<file path="src/hdl/dda_line_rasterizer_macros.svh">
// Assertion macros shared by the line rasterizer modules.
`ifndef DDA_LINE_RASTERIZER_MACROS_SVH
`define DDA_LINE_RASTERIZER_MACROS_SVH

// Same-cycle implication, checked on every rising clock edge outside reset.
`define DLR_ASSERT_NOW(label, ante, cons, msg) \
   label: assert property (@(posedge clock) disable iff (reset) (ante) |-> (cons)) \
      else $error(msg);

// Next-cycle implication, checked on every rising clock edge outside reset.
`define DLR_ASSERT_NEXT(label, ante, cons, msg) \
   label: assert property (@(posedge clock) disable iff (reset) (ante) |=> (cons)) \
      else $error(msg);

`endif

</file>
<file path="src/hdl/dlr_pkg.sv">
`timescale 1ns / 1ps

package dlr_pkg;

   // Default geometry: pixel coordinate width and fraction bits of the accumulators.
   localparam int COORD_BITS = 10;
   localparam int FRAC_BITS  = 16;

   // Operation codes carried on the request func field.
   localparam logic FUNC_LOAD    = 1'b0;
   localparam logic FUNC_ADVANCE = 1'b1;

   // Status that the divider reports back to the sequencer.
   typedef struct packed {
      logic busy;
      logic done;
   } div_status_type;

endpackage

</file>
<file path="src/hdl/dlr_divider.sv">
`timescale 1ns / 1ps

`include "dda_line_rasterizer_macros.svh"

// Restoring divider that forms floor((dividend << FRAC_BITS) / divisor).
// The dividend never exceeds the divisor, so the quotient has FRAC_BITS+1 bits
// and the partial remainder stays below twice the divisor.
// One quotient bit is produced per cycle.
module dlr_divider #(
   parameter int COORD_BITS = dlr_pkg::COORD_BITS,
   parameter int FRAC_BITS  = dlr_pkg::FRAC_BITS
) (
   input  logic                      clock,
   input  logic                      reset,
   input  logic                      start,
   input  logic [COORD_BITS-1:0]     dividend,
   input  logic [COORD_BITS-1:0]     divisor,
   output dlr_pkg::div_status_type   status,
   output logic [FRAC_BITS:0]        quotient
);

   localparam int CNT_BITS = $clog2(FRAC_BITS + 1);

   logic                  busy_ff;
   logic                  done_ff;
   logic [CNT_BITS-1:0]   cnt_ff;
   logic [COORD_BITS:0]   rem_ff;
   logic [COORD_BITS-1:0] divisor_ff;
   logic [FRAC_BITS:0]    quot_ff;

   logic                  trial_ge;
   logic [COORD_BITS:0]   rem_sub;
   logic [COORD_BITS:0]   rem_in;

   // Trial subtraction of the divisor from the partial remainder.
   always_comb begin
      trial_ge = rem_ff >= {1'b0, divisor_ff};
      rem_sub  = trial_ge ? (rem_ff - {1'b0, divisor_ff}) : rem_ff;
      rem_in   = {rem_sub[COORD_BITS-1:0], 1'b0};
   end

   // Control: a start loads the operands, then one bit per cycle until the count runs out.
   always_ff @(posedge clock) begin
      if (reset) begin
         busy_ff <= 1'b0;
         done_ff <= 1'b0;
         cnt_ff  <= '0;
      end else begin
         done_ff <= 1'b0;
         if (start) begin
            busy_ff <= 1'b1;
            cnt_ff  <= CNT_BITS'(FRAC_BITS);
         end else if (busy_ff) begin
            cnt_ff <= cnt_ff - CNT_BITS'(1);
            if (cnt_ff == '0) begin
               busy_ff <= 1'b0;
               done_ff <= 1'b1;
            end
         end
      end
   end

   // Datapath: remainder, divisor and quotient shift register.
   always_ff @(posedge clock) begin
      if (start) begin
         rem_ff     <= {1'b0, dividend};
         divisor_ff <= divisor;
         quot_ff    <= '0;
      end else if (busy_ff) begin
         rem_ff  <= rem_in;
         quot_ff <= {quot_ff[FRAC_BITS-1:0], trial_ge};
      end
   end

   assign status.busy = busy_ff;
   assign status.done = done_ff;
   assign quotient    = quot_ff;

   `DLR_ASSERT_NOW(a_div_no_restart, start, !busy_ff, "divider started while busy")
   `DLR_ASSERT_NOW(a_div_done_idle, done_ff, !busy_ff, "divider done while still busy")
   `DLR_ASSERT_NOW(a_div_quot_range, done_ff,
      !quot_ff[FRAC_BITS] || (quot_ff[FRAC_BITS-1:0] == '0),
      "increment magnitude above one")

endmodule

</file>
<file path="src/hdl/dda_line_rasterizer.sv">
`timescale 1ns / 1ps

`include "dda_line_rasterizer_macros.svh"

// Channel   Direction  Handshake              Payload
// req_      in         req_valid / req_ready  func, x_start, y_start, x_end, y_end
// rsp_      out        rsp_valid / rsp_ready  point_x, point_y, last
//
// An advance's point appears in the output register in the cycle after it is accepted.
// A load of a zero-length line starts no division; any other load runs the shared
// bit-serial divider, which forms the x and then the y increment.
// req_ready is low while the divider runs and while an unaccepted point would be overwritten.
// Synchronous active-high reset clears the line; a following advance gives no point.
module dda_line_rasterizer #(
   parameter int COORD_BITS = dlr_pkg::COORD_BITS,
   parameter int FRAC_BITS  = dlr_pkg::FRAC_BITS
) (
   input  logic                  clock,
   input  logic                  reset,
   input  logic                  req_valid,
   output logic                  req_ready,
   input  logic                  req_func,
   input  logic [COORD_BITS-1:0] req_x_start,
   input  logic [COORD_BITS-1:0] req_y_start,
   input  logic [COORD_BITS-1:0] req_x_end,
   input  logic [COORD_BITS-1:0] req_y_end,
   output logic                  rsp_valid,
   input  logic                  rsp_ready,
   output logic [COORD_BITS-1:0] rsp_point_x,
   output logic [COORD_BITS-1:0] rsp_point_y,
   output logic                  rsp_last
);

   localparam int ACC_BITS  = COORD_BITS + FRAC_BITS + 1;
   localparam int STEP_BITS = FRAC_BITS + 2;
   localparam int CNT_BITS  = COORD_BITS + 1;

   typedef enum logic [1:0] {
      ST_IDLE,
      ST_DIV_X,
      ST_DIV_Y
   } state_type;

   state_type             state_ff, state_in;
   logic [ACC_BITS-1:0]   x_accum_ff, x_accum_in;
   logic [ACC_BITS-1:0]   y_accum_ff, y_accum_in;
   logic [STEP_BITS-1:0]  x_step_ff, x_step_in;
   logic [STEP_BITS-1:0]  y_step_ff, y_step_in;
   logic [CNT_BITS-1:0]   points_left_ff, points_left_in;
   logic                  line_active_ff, line_active_in;
   logic [COORD_BITS-1:0] steps_ff, steps_in;
   logic [COORD_BITS-1:0] ady_ff, ady_in;
   logic                  x_neg_ff, x_neg_in;
   logic                  y_neg_ff, y_neg_in;
   logic                  rsp_valid_ff, rsp_valid_in;
   logic [COORD_BITS-1:0] point_x_ff, point_x_in;
   logic [COORD_BITS-1:0] point_y_ff, point_y_in;
   logic                  last_ff, last_in;

   logic                  req_xfer;
   logic [COORD_BITS-1:0] adx;
   logic [COORD_BITS-1:0] ady;
   logic [COORD_BITS-1:0] steps;
   logic                  div_start;
   logic [COORD_BITS-1:0] div_dividend;
   logic [COORD_BITS-1:0] div_divisor;
   logic [FRAC_BITS:0]    div_quot;
   logic [STEP_BITS-1:0]  div_mag;
   logic [STEP_BITS-1:0]  div_step;
   logic                  div_neg;
   logic [ACC_BITS-1:0]   half;
   logic [ACC_BITS-1:0]   x_round;
   logic [ACC_BITS-1:0]   y_round;
   dlr_pkg::div_status_type div_status;

   // Accept a request only when idle and no unaccepted point would be overwritten.
   assign req_ready = (state_ff == ST_IDLE) && (!rsp_valid_ff || rsp_ready);
   assign req_xfer  = req_valid && req_ready;

   // Endpoint deltas and the dominant-axis step count for a load.
   always_comb begin
      adx   = (req_x_start >= req_x_end) ? (req_x_start - req_x_end)
                                         : (req_x_end - req_x_start);
      ady   = (req_y_start >= req_y_end) ? (req_y_start - req_y_end)
                                         : (req_y_end - req_y_start);
      steps = (adx > ady) ? adx : ady;
   end

   // The shared divider takes x on a load and y once x is finished.
   always_comb begin
      div_dividend = (state_ff == ST_IDLE) ? adx : ady_ff;
      div_divisor  = (state_ff == ST_IDLE) ? steps : steps_ff;
      div_start    = (req_xfer && (req_func == dlr_pkg::FUNC_LOAD) && (steps != '0)) ||
                     ((state_ff == ST_DIV_X) && div_status.done);
   end

   // Apply the sign of the delta to the divider result.
   always_comb begin
      div_neg  = (state_ff == ST_DIV_X) ? x_neg_ff : y_neg_ff;
      div_mag  = {1'b0, div_quot};
      div_step = div_neg ? (~div_mag + STEP_BITS'(1)) : div_mag;
   end

   // Round to nearest pixel, half up.
   always_comb begin
      half    = ACC_BITS'(1) << (FRAC_BITS - 1);
      x_round = x_accum_ff + half;
      y_round = y_accum_ff + half;
   end

   // Next-state logic for the sequencer, the line state and the output register.
   always_comb begin
      state_in       = state_ff;
      x_accum_in     = x_accum_ff;
      y_accum_in     = y_accum_ff;
      x_step_in      = x_step_ff;
      y_step_in      = y_step_ff;
      points_left_in = points_left_ff;
      line_active_in = line_active_ff;
      steps_in       = steps_ff;
      ady_in         = ady_ff;
      x_neg_in       = x_neg_ff;
      y_neg_in       = y_neg_ff;
      rsp_valid_in   = rsp_valid_ff && !rsp_ready;
      point_x_in     = point_x_ff;
      point_y_in     = point_y_ff;
      last_in        = last_ff;

      case (state_ff)
         ST_IDLE: begin
            if (req_xfer) begin
               if (req_func == dlr_pkg::FUNC_LOAD) begin
                  x_accum_in     = {1'b0, req_x_start, {FRAC_BITS{1'b0}}};
                  y_accum_in     = {1'b0, req_y_start, {FRAC_BITS{1'b0}}};
                  x_step_in      = '0;
                  y_step_in      = '0;
                  points_left_in = {1'b0, steps} + CNT_BITS'(1);
                  line_active_in = 1'b1;
                  steps_in       = steps;
                  ady_in         = ady;
                  x_neg_in       = req_x_end < req_x_start;
                  y_neg_in       = req_y_end < req_y_start;
                  if (steps != '0) begin
                     state_in = ST_DIV_X;
                  end
               end else if (line_active_ff && (points_left_ff != '0)) begin
                  rsp_valid_in   = 1'b1;
                  point_x_in     = x_round[FRAC_BITS +: COORD_BITS];
                  point_y_in     = y_round[FRAC_BITS +: COORD_BITS];
                  last_in        = points_left_ff == CNT_BITS'(1);
                  x_accum_in     = x_accum_ff +
                                   {{(ACC_BITS-STEP_BITS){x_step_ff[STEP_BITS-1]}}, x_step_ff};
                  y_accum_in     = y_accum_ff +
                                   {{(ACC_BITS-STEP_BITS){y_step_ff[STEP_BITS-1]}}, y_step_ff};
                  points_left_in = points_left_ff - CNT_BITS'(1);
                  if (points_left_ff == CNT_BITS'(1)) begin
                     line_active_in = 1'b0;
                  end
               end else begin
                  line_active_in = 1'b0;
               end
            end
         end
         ST_DIV_X: begin
            if (div_status.done) begin
               x_step_in = div_step;
               state_in  = ST_DIV_Y;
            end
         end
         ST_DIV_Y: begin
            if (div_status.done) begin
               y_step_in = div_step;
               state_in  = ST_IDLE;
            end
         end
         default: begin
            state_in = ST_IDLE;
         end
      endcase
   end

   // State and registered outputs.
   always_ff @(posedge clock) begin
      if (reset) begin
         state_ff       <= ST_IDLE;
         x_accum_ff     <= '0;
         y_accum_ff     <= '0;
         x_step_ff      <= '0;
         y_step_ff      <= '0;
         points_left_ff <= '0;
         line_active_ff <= 1'b0;
         rsp_valid_ff   <= 1'b0;
      end else begin
         state_ff       <= state_in;
         x_accum_ff     <= x_accum_in;
         y_accum_ff     <= y_accum_in;
         x_step_ff      <= x_step_in;
         y_step_ff      <= y_step_in;
         points_left_ff <= points_left_in;
         line_active_ff <= line_active_in;
         rsp_valid_ff   <= rsp_valid_in;
      end
      steps_ff   <= steps_in;
      ady_ff     <= ady_in;
      x_neg_ff   <= x_neg_in;
      y_neg_ff   <= y_neg_in;
      point_x_ff <= point_x_in;
      point_y_ff <= point_y_in;
      last_ff    <= last_in;
   end

   dlr_divider #(
      .COORD_BITS (COORD_BITS),
      .FRAC_BITS  (FRAC_BITS)
   ) u_divider (
      .clock    (clock),
      .reset    (reset),
      .start    (div_start),
      .dividend (div_dividend),
      .divisor  (div_divisor),
      .status   (div_status),
      .quotient (div_quot)
   );

   assign rsp_valid   = rsp_valid_ff;
   assign rsp_point_x = point_x_ff;
   assign rsp_point_y = point_y_ff;
   assign rsp_last    = last_ff;

   `DLR_ASSERT_NOW(a_done_in_div, div_status.done,
      (state_ff == ST_DIV_X) || (state_ff == ST_DIV_Y), "divider finished while idle")
   `DLR_ASSERT_NOW(a_active_has_points, line_active_ff, points_left_ff != '0,
      "active line with no points left")
   `DLR_ASSERT_NEXT(a_advance_gives_point,
      req_xfer && (req_func == dlr_pkg::FUNC_ADVANCE) && line_active_ff,
      rsp_valid_ff, "advance on an active line gave no point")
   `DLR_ASSERT_NOW(a_busy_not_ready, div_status.busy, !req_ready,
      "request accepted while the divider runs")

endmodule

</file>
<file path="config.mk">
export PLATFORM = sky130hd
export DESIGN_NAME = dda_line_rasterizer
export DESIGN_NICKNAME = d
export VERILOG_FILES = /design/src/hdl/dlr_pkg.sv /design/src/hdl/dlr_divider.sv /design/src/hdl/dda_line_rasterizer.sv
export VERILOG_INCLUDE_DIRS = /design/src /design/src/hdl
export SDC_FILE = /design/constraint.sdc
export NUM_CORES = 1
export LEC_CHECK = 0
export BUFFER_PORTS_ARGS = -buffer_cell sky130_fd_sc_hd__buf_2
export CAP_MARGIN = 30
export CORE_MARGIN = 2
export CORE_UTILIZATION = 68
export DETAILED_ROUTE_END_ITERATION = 10
export GPL_ROUTABILITY_DRIVEN = 1
export MAX_ROUTING_LAYER = met4
export PLACE_DENSITY = 0.9
export SYNTH_ARGS = -nofsm -noshare
export SYNTH_HDL_FRONTEND = slang
export SYNTH_SLANG_ARGS = --single-unit
</file>
<file path="constraint.sdc">
create_clock -name clock -period 14.9 [get_ports clock]
set_input_delay 1.49 -clock clock [delete_from_list [all_inputs] [get_ports clock]]
set_output_delay 1.49 -clock clock [all_outputs]
set_load 0.05 [all_outputs]
</file>
* Yosys cells after proc, flatten, opt, wreduce, memory -nomap -nowiden
Cells that the tools add are included.
** Storage, ports and cells
- Register bits after elaboration :: 193
- Input bits :: 45
- Output and inout port bits :: 23
** Cells by class
- Add/subtract/negate cells :: 13
- Magnitude comparators :: 6
- Equality and inequality tests :: 10
- Mux-type cells :: 40
- Bitwise gates (word level) :: 3
- Reductions and logical operators :: 27
** Operators with widths (count)
- $mux 27 :: 4
- $mux 10 :: 8
- $mux 18 :: 4
- $pmux 18 s2 :: 2
- $add 27x27->27 :: 2
- $add 26x16->26 const B :: 2
- $sub 10x10->10 :: 5
- $mux 11 :: 2
- $ge 10x10->1 :: 2
- $lt 10x10->1 :: 2
- $add 18x1->18 const B :: 1
- $not 17->18 :: 1
- $mux 1 :: 12
- $reduce_and 4->1 :: 3
- $add 10x1->11 const B :: 1
- $eq 11x1->1 const B :: 1
- $ge 11x10->1 :: 1
- $reduce_bool 11->1 :: 1
- $sub 11x1->11 const B :: 1
- $gt 10x10->1 :: 1
- $mux 2 :: 5
- $mux 5 :: 2
- $reduce_bool 10->1 :: 1
- $reduce_and 3->1 :: 3
- 17 further kinds :: 32

* Logic depth before layout (Yosys ltp)
- Depth after elaboration :: 9
- Depth in mapped cells :: 30
- Mapped depth without buffers :: 26

* Modules after synthesis
From an unflattened synthesis, not the netlist that was laid out.
** Unflattened totals
- Cell total of the unflattened synthesis :: 1545
- Area total of the unflattened synthesis :: 13257.7 um^2
** By module, submodules not included
- dda_line_rasterizer :: times used 1, cells each 1331, area an instance 11014.3 um^2
- dlr_divider :: times used 1, cells each 214, area an instance 2243.4 um^2

* Least setup slack after synthesis
OpenSTA, ideal clock, no wires.
- Path type :: in2reg
- Start point :: input req_y_start[0]
- End point :: register u_divider.divisor_ff[0] (enable)
- Setup time :: 332 ps
- Data arrival time :: 6478 ps
- Data required time :: 14568 ps
- Setup slack :: 8090 ps
- Stages on the path :: 28
- Cells stage by stage :: inv_1 > ha_1 > inv_1 > fa_1 > a21o_1 > a221oi_4 > a21oi_2 > nor2_2 > buf_4 > mux2_4 > o22a_1 > o211a_1 > xnor2_1 > inv_1 > ha_1 > and4_1 > nand4_1 > or3_1 > o21ai_2 > buf_6 > buf_4 > mux2i_1 > inv_1 > ha_1 > o2111ai_1 > a21o_1 > buf_6 > buf_2
** Between the ends
- Longest elaborated chain between the ends :: 7
- Elaborated cells on any way between the ends :: 9
- Classes of those cells :: 2 x add/sub; 2 x order compare; 2 x mux; 3 x reduce/logical
** Ends and longest elaborated chain
- from (decl) :: line dda_line_rasterizer.sv:24 : input logic [COORD_BITS-1:0] req_y_start,
- $sub 10x10->10 (tied with other cells) :: line dda_line_rasterizer.sv:85 : : (req_y_end - req_y_start);
- $mux 10 (*) :: line dda_line_rasterizer.sv:84 : ady = (req_y_start >= req_y_end) ? (req_y_start - req_y_end)
- named net ady[7] :: line dda_line_rasterizer.sv:62 : logic [COORD_BITS-1:0] ady;
- $gt 10x10->1 (*) :: line dda_line_rasterizer.sv:86 : steps = (adx > ady) ? adx : ady;
- $mux 10 (*) :: line dda_line_rasterizer.sv:86
- named net steps[0] :: line dda_line_rasterizer.sv:63 : logic [COORD_BITS-1:0] steps;
- $reduce_bool 10->1 (*) :: line dda_line_rasterizer.sv:93 : div_start = (req_xfer && (req_func == dlr_pkg::FUNC_LOAD) && (steps != '0)) ||
- $logic_and 1x1->1 (*) :: line dda_line_rasterizer.sv:93
- $logic_or 1x1->1 (*) :: line dda_line_rasterizer.sv:93
- named net div_start :: line dda_line_rasterizer.sv:64 : logic div_start;
- to (signal assigned) :: line dlr_divider.sv:67 : divisor_ff <= divisor;
- to (decl) :: line dlr_divider.sv:28 : logic [COORD_BITS-1:0] divisor_ff;
The timed path passes the listed nets; every way through them passes the cells marked *.
A chain may end at the register's enable or synchronous reset.

* Worst setup path after layout
- Start point :: input req_y_start[0]
- End point :: register u_divider.rem_ff[3] (enable)
** Between the ends
- Longest elaborated chain between the ends :: 8
- Elaborated cells on any way between the ends :: 10
- Classes of those cells :: 2 x add/sub; 2 x order compare; 2 x mux; 4 x reduce/logical
** Ends and longest elaborated chain
- $sub 10x10->10 (tied with other cells) :: line dda_line_rasterizer.sv:85
- $mux 10 (*) :: line dda_line_rasterizer.sv:84
- named net ady[7] :: line dda_line_rasterizer.sv:62
- $gt 10x10->1 (*) :: line dda_line_rasterizer.sv:86
- $mux 10 (*) :: line dda_line_rasterizer.sv:86
- named net steps[0] :: line dda_line_rasterizer.sv:63
- $reduce_bool 10->1 (*) :: line dda_line_rasterizer.sv:93
- $logic_and 1x1->1 (*) :: line dda_line_rasterizer.sv:93
- $logic_or 1x1->1 (*) :: line dda_line_rasterizer.sv:93
- $reduce_bool 2->1 (no line) (*)
- to (signal assigned) :: line dlr_divider.sv:66 : rem_ff <= {1'b0, dividend};
- to (signal assigned) :: line dlr_divider.sv:70 : rem_ff <= rem_in;
- to (decl) :: line dlr_divider.sv:27 : logic [COORD_BITS:0] rem_ff;
Marked as above.

==> results.sh <==
export IMPL_die_x_um=143.2
export IMPL_nets=1705
export IMPL_dieArea_um2=20510
export IMPL_power_total_uw=1631
export IMPL_irDropWorstVdd_v=0.00009901
export IMPL_ys_types=86
export IMPL_ys_flop_type="dfxtp_1"
export IMPL_maxCapViolCount=0
export IMPL_hpwl_um=23850
export IMPL_fin_cells=1808
export IMPL_via_per_inst=6.356
export IMPL_dp_cells=1776
export IMPL_fp_row_count=50
export IMPL_slew_violations=0
export IMPL_syn_nets=1668
export IMPL_cts_sinks=191
export IMPL_drt_first_pass_iters=6
export IMPL_tritoncts="done"
export IMPL_cts_root_buffer="clkbuf_16"
export IMPL_worst_clock_skew_ps=11.31
export IMPL_yosysWarnings=0
export IMPL_synth_edff_count=63
export IMPL_crit_path_max_fanout=44
export IMPL_tightest_slew_ps=1010
export IMPL_rr_worst_depth=12
export IMPL_dieHeight_um=143.2
export IMPL_layout_drive_gt1_share=0.09819
export IMPL_yosysSeqAreaShare=0.3380
export IMPL_cp_arrival_ps=8100
export IMPL_antenna_found_initial=0
export IMPL_core_um2=18830
export IMPL_cp_num_cells=27
export IMPL_leakage_uw=0.006236
export IMPL_status="complete, no violations"
export IMPL_holdWs_ps=463.5
export IMPL_h_tree_depth=4
export IMPL_cts_buffers_inserted=17
export IMPL_regToRegSetupSlack_ps=10950
export IMPL_pin_count=68
export IMPL_syn_area_per_cell_um2=8.798
export IMPL_critPathRequiredTime_ps=15020
export IMPL_crit_path_end_kind="flop"
export IMPL_whs_path_depth=2
export IMPL_grt_max_degree=82
export IMPL_post_cts_buffers=0
export IMPL_grt_first_pass_wirelength_um=53830
export IMPL_grtUsageTotal=0.3412
export IMPL_startpoint_type="input port"
export IMPL_clkLatencyLatePin_ps=440
export IMPL_pre_cts_slack_ps=6593
export IMPL_area_delta_synth_final_pct=8.118
export IMPL_cts_hold_buf=0
export IMPL_ant_nets=0
export IMPL_async_flop_share=0
export IMPL_tns_ps=0
export IMPL_ys_seq_elements=191
export IMPL_hold_class="reg -> reg"
export IMPL_clk_pin_slew_ps=70
export IMPL_fin_crit_sh=0.5351
export IMPL_crit_buf_inv=6
export IMPL_crit_family="compound AO/OA/AOI/OAI gates"
export IMPL_clockBufferDepth=2
export IMPL_via_count=11490
export IMPL_crit_slowest_cell="o21ai_2"
export IMPL_power_density_nw_per_um2=114.4
export IMPL_first_global_vias=10930
export IMPL_drc=0
export IMPL_finalHoldViolations=0
export IMPL_cts_resized=0
export IMPL_critPathMaxStageDelay_ps=800
export IMPL_drtIter0Drc=1096
export IMPL_worst_slack_ps=6927
export IMPL_period_minus_slack_ps=7973
export IMPL_fmax_mhz=125.4
export IMPL_synthCells=1498
export IMPL_diodes=0
export IMPL_slew_headroom=0.3269
export IMPL_syn_cell_area_um2=13180
export IMPL_initial_utilization=0.6999
export IMPL_critical_path_class="in -> reg"
export IMPL_setup_violations=0
export IMPL_gp_congestion=0.9297
export IMPL_grt_ovfl_total=0
export IMPL_rsz0062_at_grt="no"
export IMPL_numPortBuffers=67
export IMPL_wirelength_um=33590
export IMPL_wl_per_cell_um=18.58
## worst register-to-register path: stages, from the launching register on
cell and delay, ps:
dfxtp_1 390, ha_1 250, a21o_1 170, a21o_1 210, a2111oi_0 670, o31ai_1 200, a2111oi_0 680, o211ai_1 230
a31oi_1 320, o21bai_1 100, a21oi_1 180, xor2_1 80, a2111oi_0 360
## report_power, final
part	internal (µW)	switching [µW]
combinational	201	337
clock	264	204
sequential	593	30.4
total	1060	572
## flip-flops by register name, summed over array words and instances, names as in the netlist, 2 cells and up
register and count:
x_accum_ff 26, y_accum_ff 26, x_step_ff 18, y_step_ff 18, u_divider.quotient 17, points_left_ff 11
u_divider.rem_ff 11, ady_ff 10, rsp_point_x 10, rsp_point_y 10, steps_ff 10, u_divider.divisor_ff 10
u_divider.cnt_ff 5, state_ff 2
## stage by stage
| step | utilization | instance area [µm²] |
|---|---|---|
| 3_3_place_gp | 0.7249 | 13650 |
| 3_5_place_dp | 0.7252 | 13660 |
| 5_1_grt | 0.7567 | 14250 |
| 2_1_floorplan | - | 13180 |
| 4_1_cts | 0.7567 | 14250 |
| 6_report | 0.7567 | 14250 |
## metal layers
metal | share of wire | global-route usage | up-vias
li1 | - | - | 5411
met1 | 0.42 | 0.4174 | 5456
met2 | 0.47 | 0.5613 | 523
met3 | 0.076 | 0.07109 | 102
met4 | 0.031 | 0.1223 | 0
met5 | 0 | - | -
## logic make-up after synthesis
kind of cell	synth area share
adder cells (fa/ha/maj)	0.1235
XOR/XNOR	0.07177
AO/OA/AOI/OAI	0.1875
AND/OR/NAND/NOR	0.1633
buffers and inverters	0.05364
multiplexers	0.06228
flip-flops	0.3380
## area by class of cell
| class | instances | area [µm²] |
|---|---|---|
| Timing Repair Buffer | 80 | 435.4 |
| Sequential cell | 191 | 4454 |
| Fill cell | 1288 | 4582 |
| Clock inverter | 13 | 158.9 |
| Multi-Input combinational cell | 1133 | 8020 |
| Tap cell | 260 | 325.3 |
| Inverter | 112 | 421.7 |
| Clock buffer | 19 | 432.9 |
## final timing paths
kind	from	endpoint
worst max-delay path	req_y_start[0]	u_divider.rem_ff[3]$_DFFE_PP_
worst min-delay path	x_accum_ff[3]$_SDFFE_PP0P_	x_accum_ff[3]$_SDFFE_PP0P_
worst max register to register	x_step_ff[1]$_SDFFE_PP0P_	x_accum_ff[19]$_SDFFE_PP0P_
worst min register to register	x_accum_ff[3]$_SDFFE_PP0P_	x_accum_ff[3]$_SDFFE_PP0P_
## synth_stat cells, drive strengths merged (8+ instances only)
master,count,area [µm²]
buf,21,131.4
nand3,44,225.2
nor2b,17,106.4
xor2,39,341.6
or3,8,50.05
nand2,100,375.4
o31a,10,87.58
a31oi,22,137.6
and3,14,97.59
dfxtp,128,2562
o21ai,58,305.3
mux2i,70,700.7
a2111oi,9,91.34
nor2,171,651.9
a211oi,18,157.7
o21bai,13,97.59
mux2,10,120.1
clkbuf,41,153.9
nand2b,14,87.58
a22oi,33,247.7
xnor2,69,604.3
nor3,35,195.2
nand4,10,62.56
edfxtp,63,1892
a21o,33,247.7
ha,118,1476
a21oi,105,529.3
inv,109,409.1
## placed cells by master (no fill, tap or decap), types with 33 or more instances in the layout
master | synthesis | layout
xnor2_1 | 69 | 69
a22oi_1 | 33 | 33
buf_2 | 6 | 66
a21o_1 | 33 | 33
xor2_1 | 39 | 39
dfxtp_1 | 128 | 128
edfxtp_1 | 63 | 63
mux2i_1 | 70 | 70
nand2_1 | 100 | 100
ha_1 | 118 | 118
o21ai_0 | 54 | 54
nor2_1 | 169 | 168
nand3_1 | 43 | 43
a21oi_1 | 104 | 104
inv_1 | 109 | 109
(Power assumes the default switching activity.)
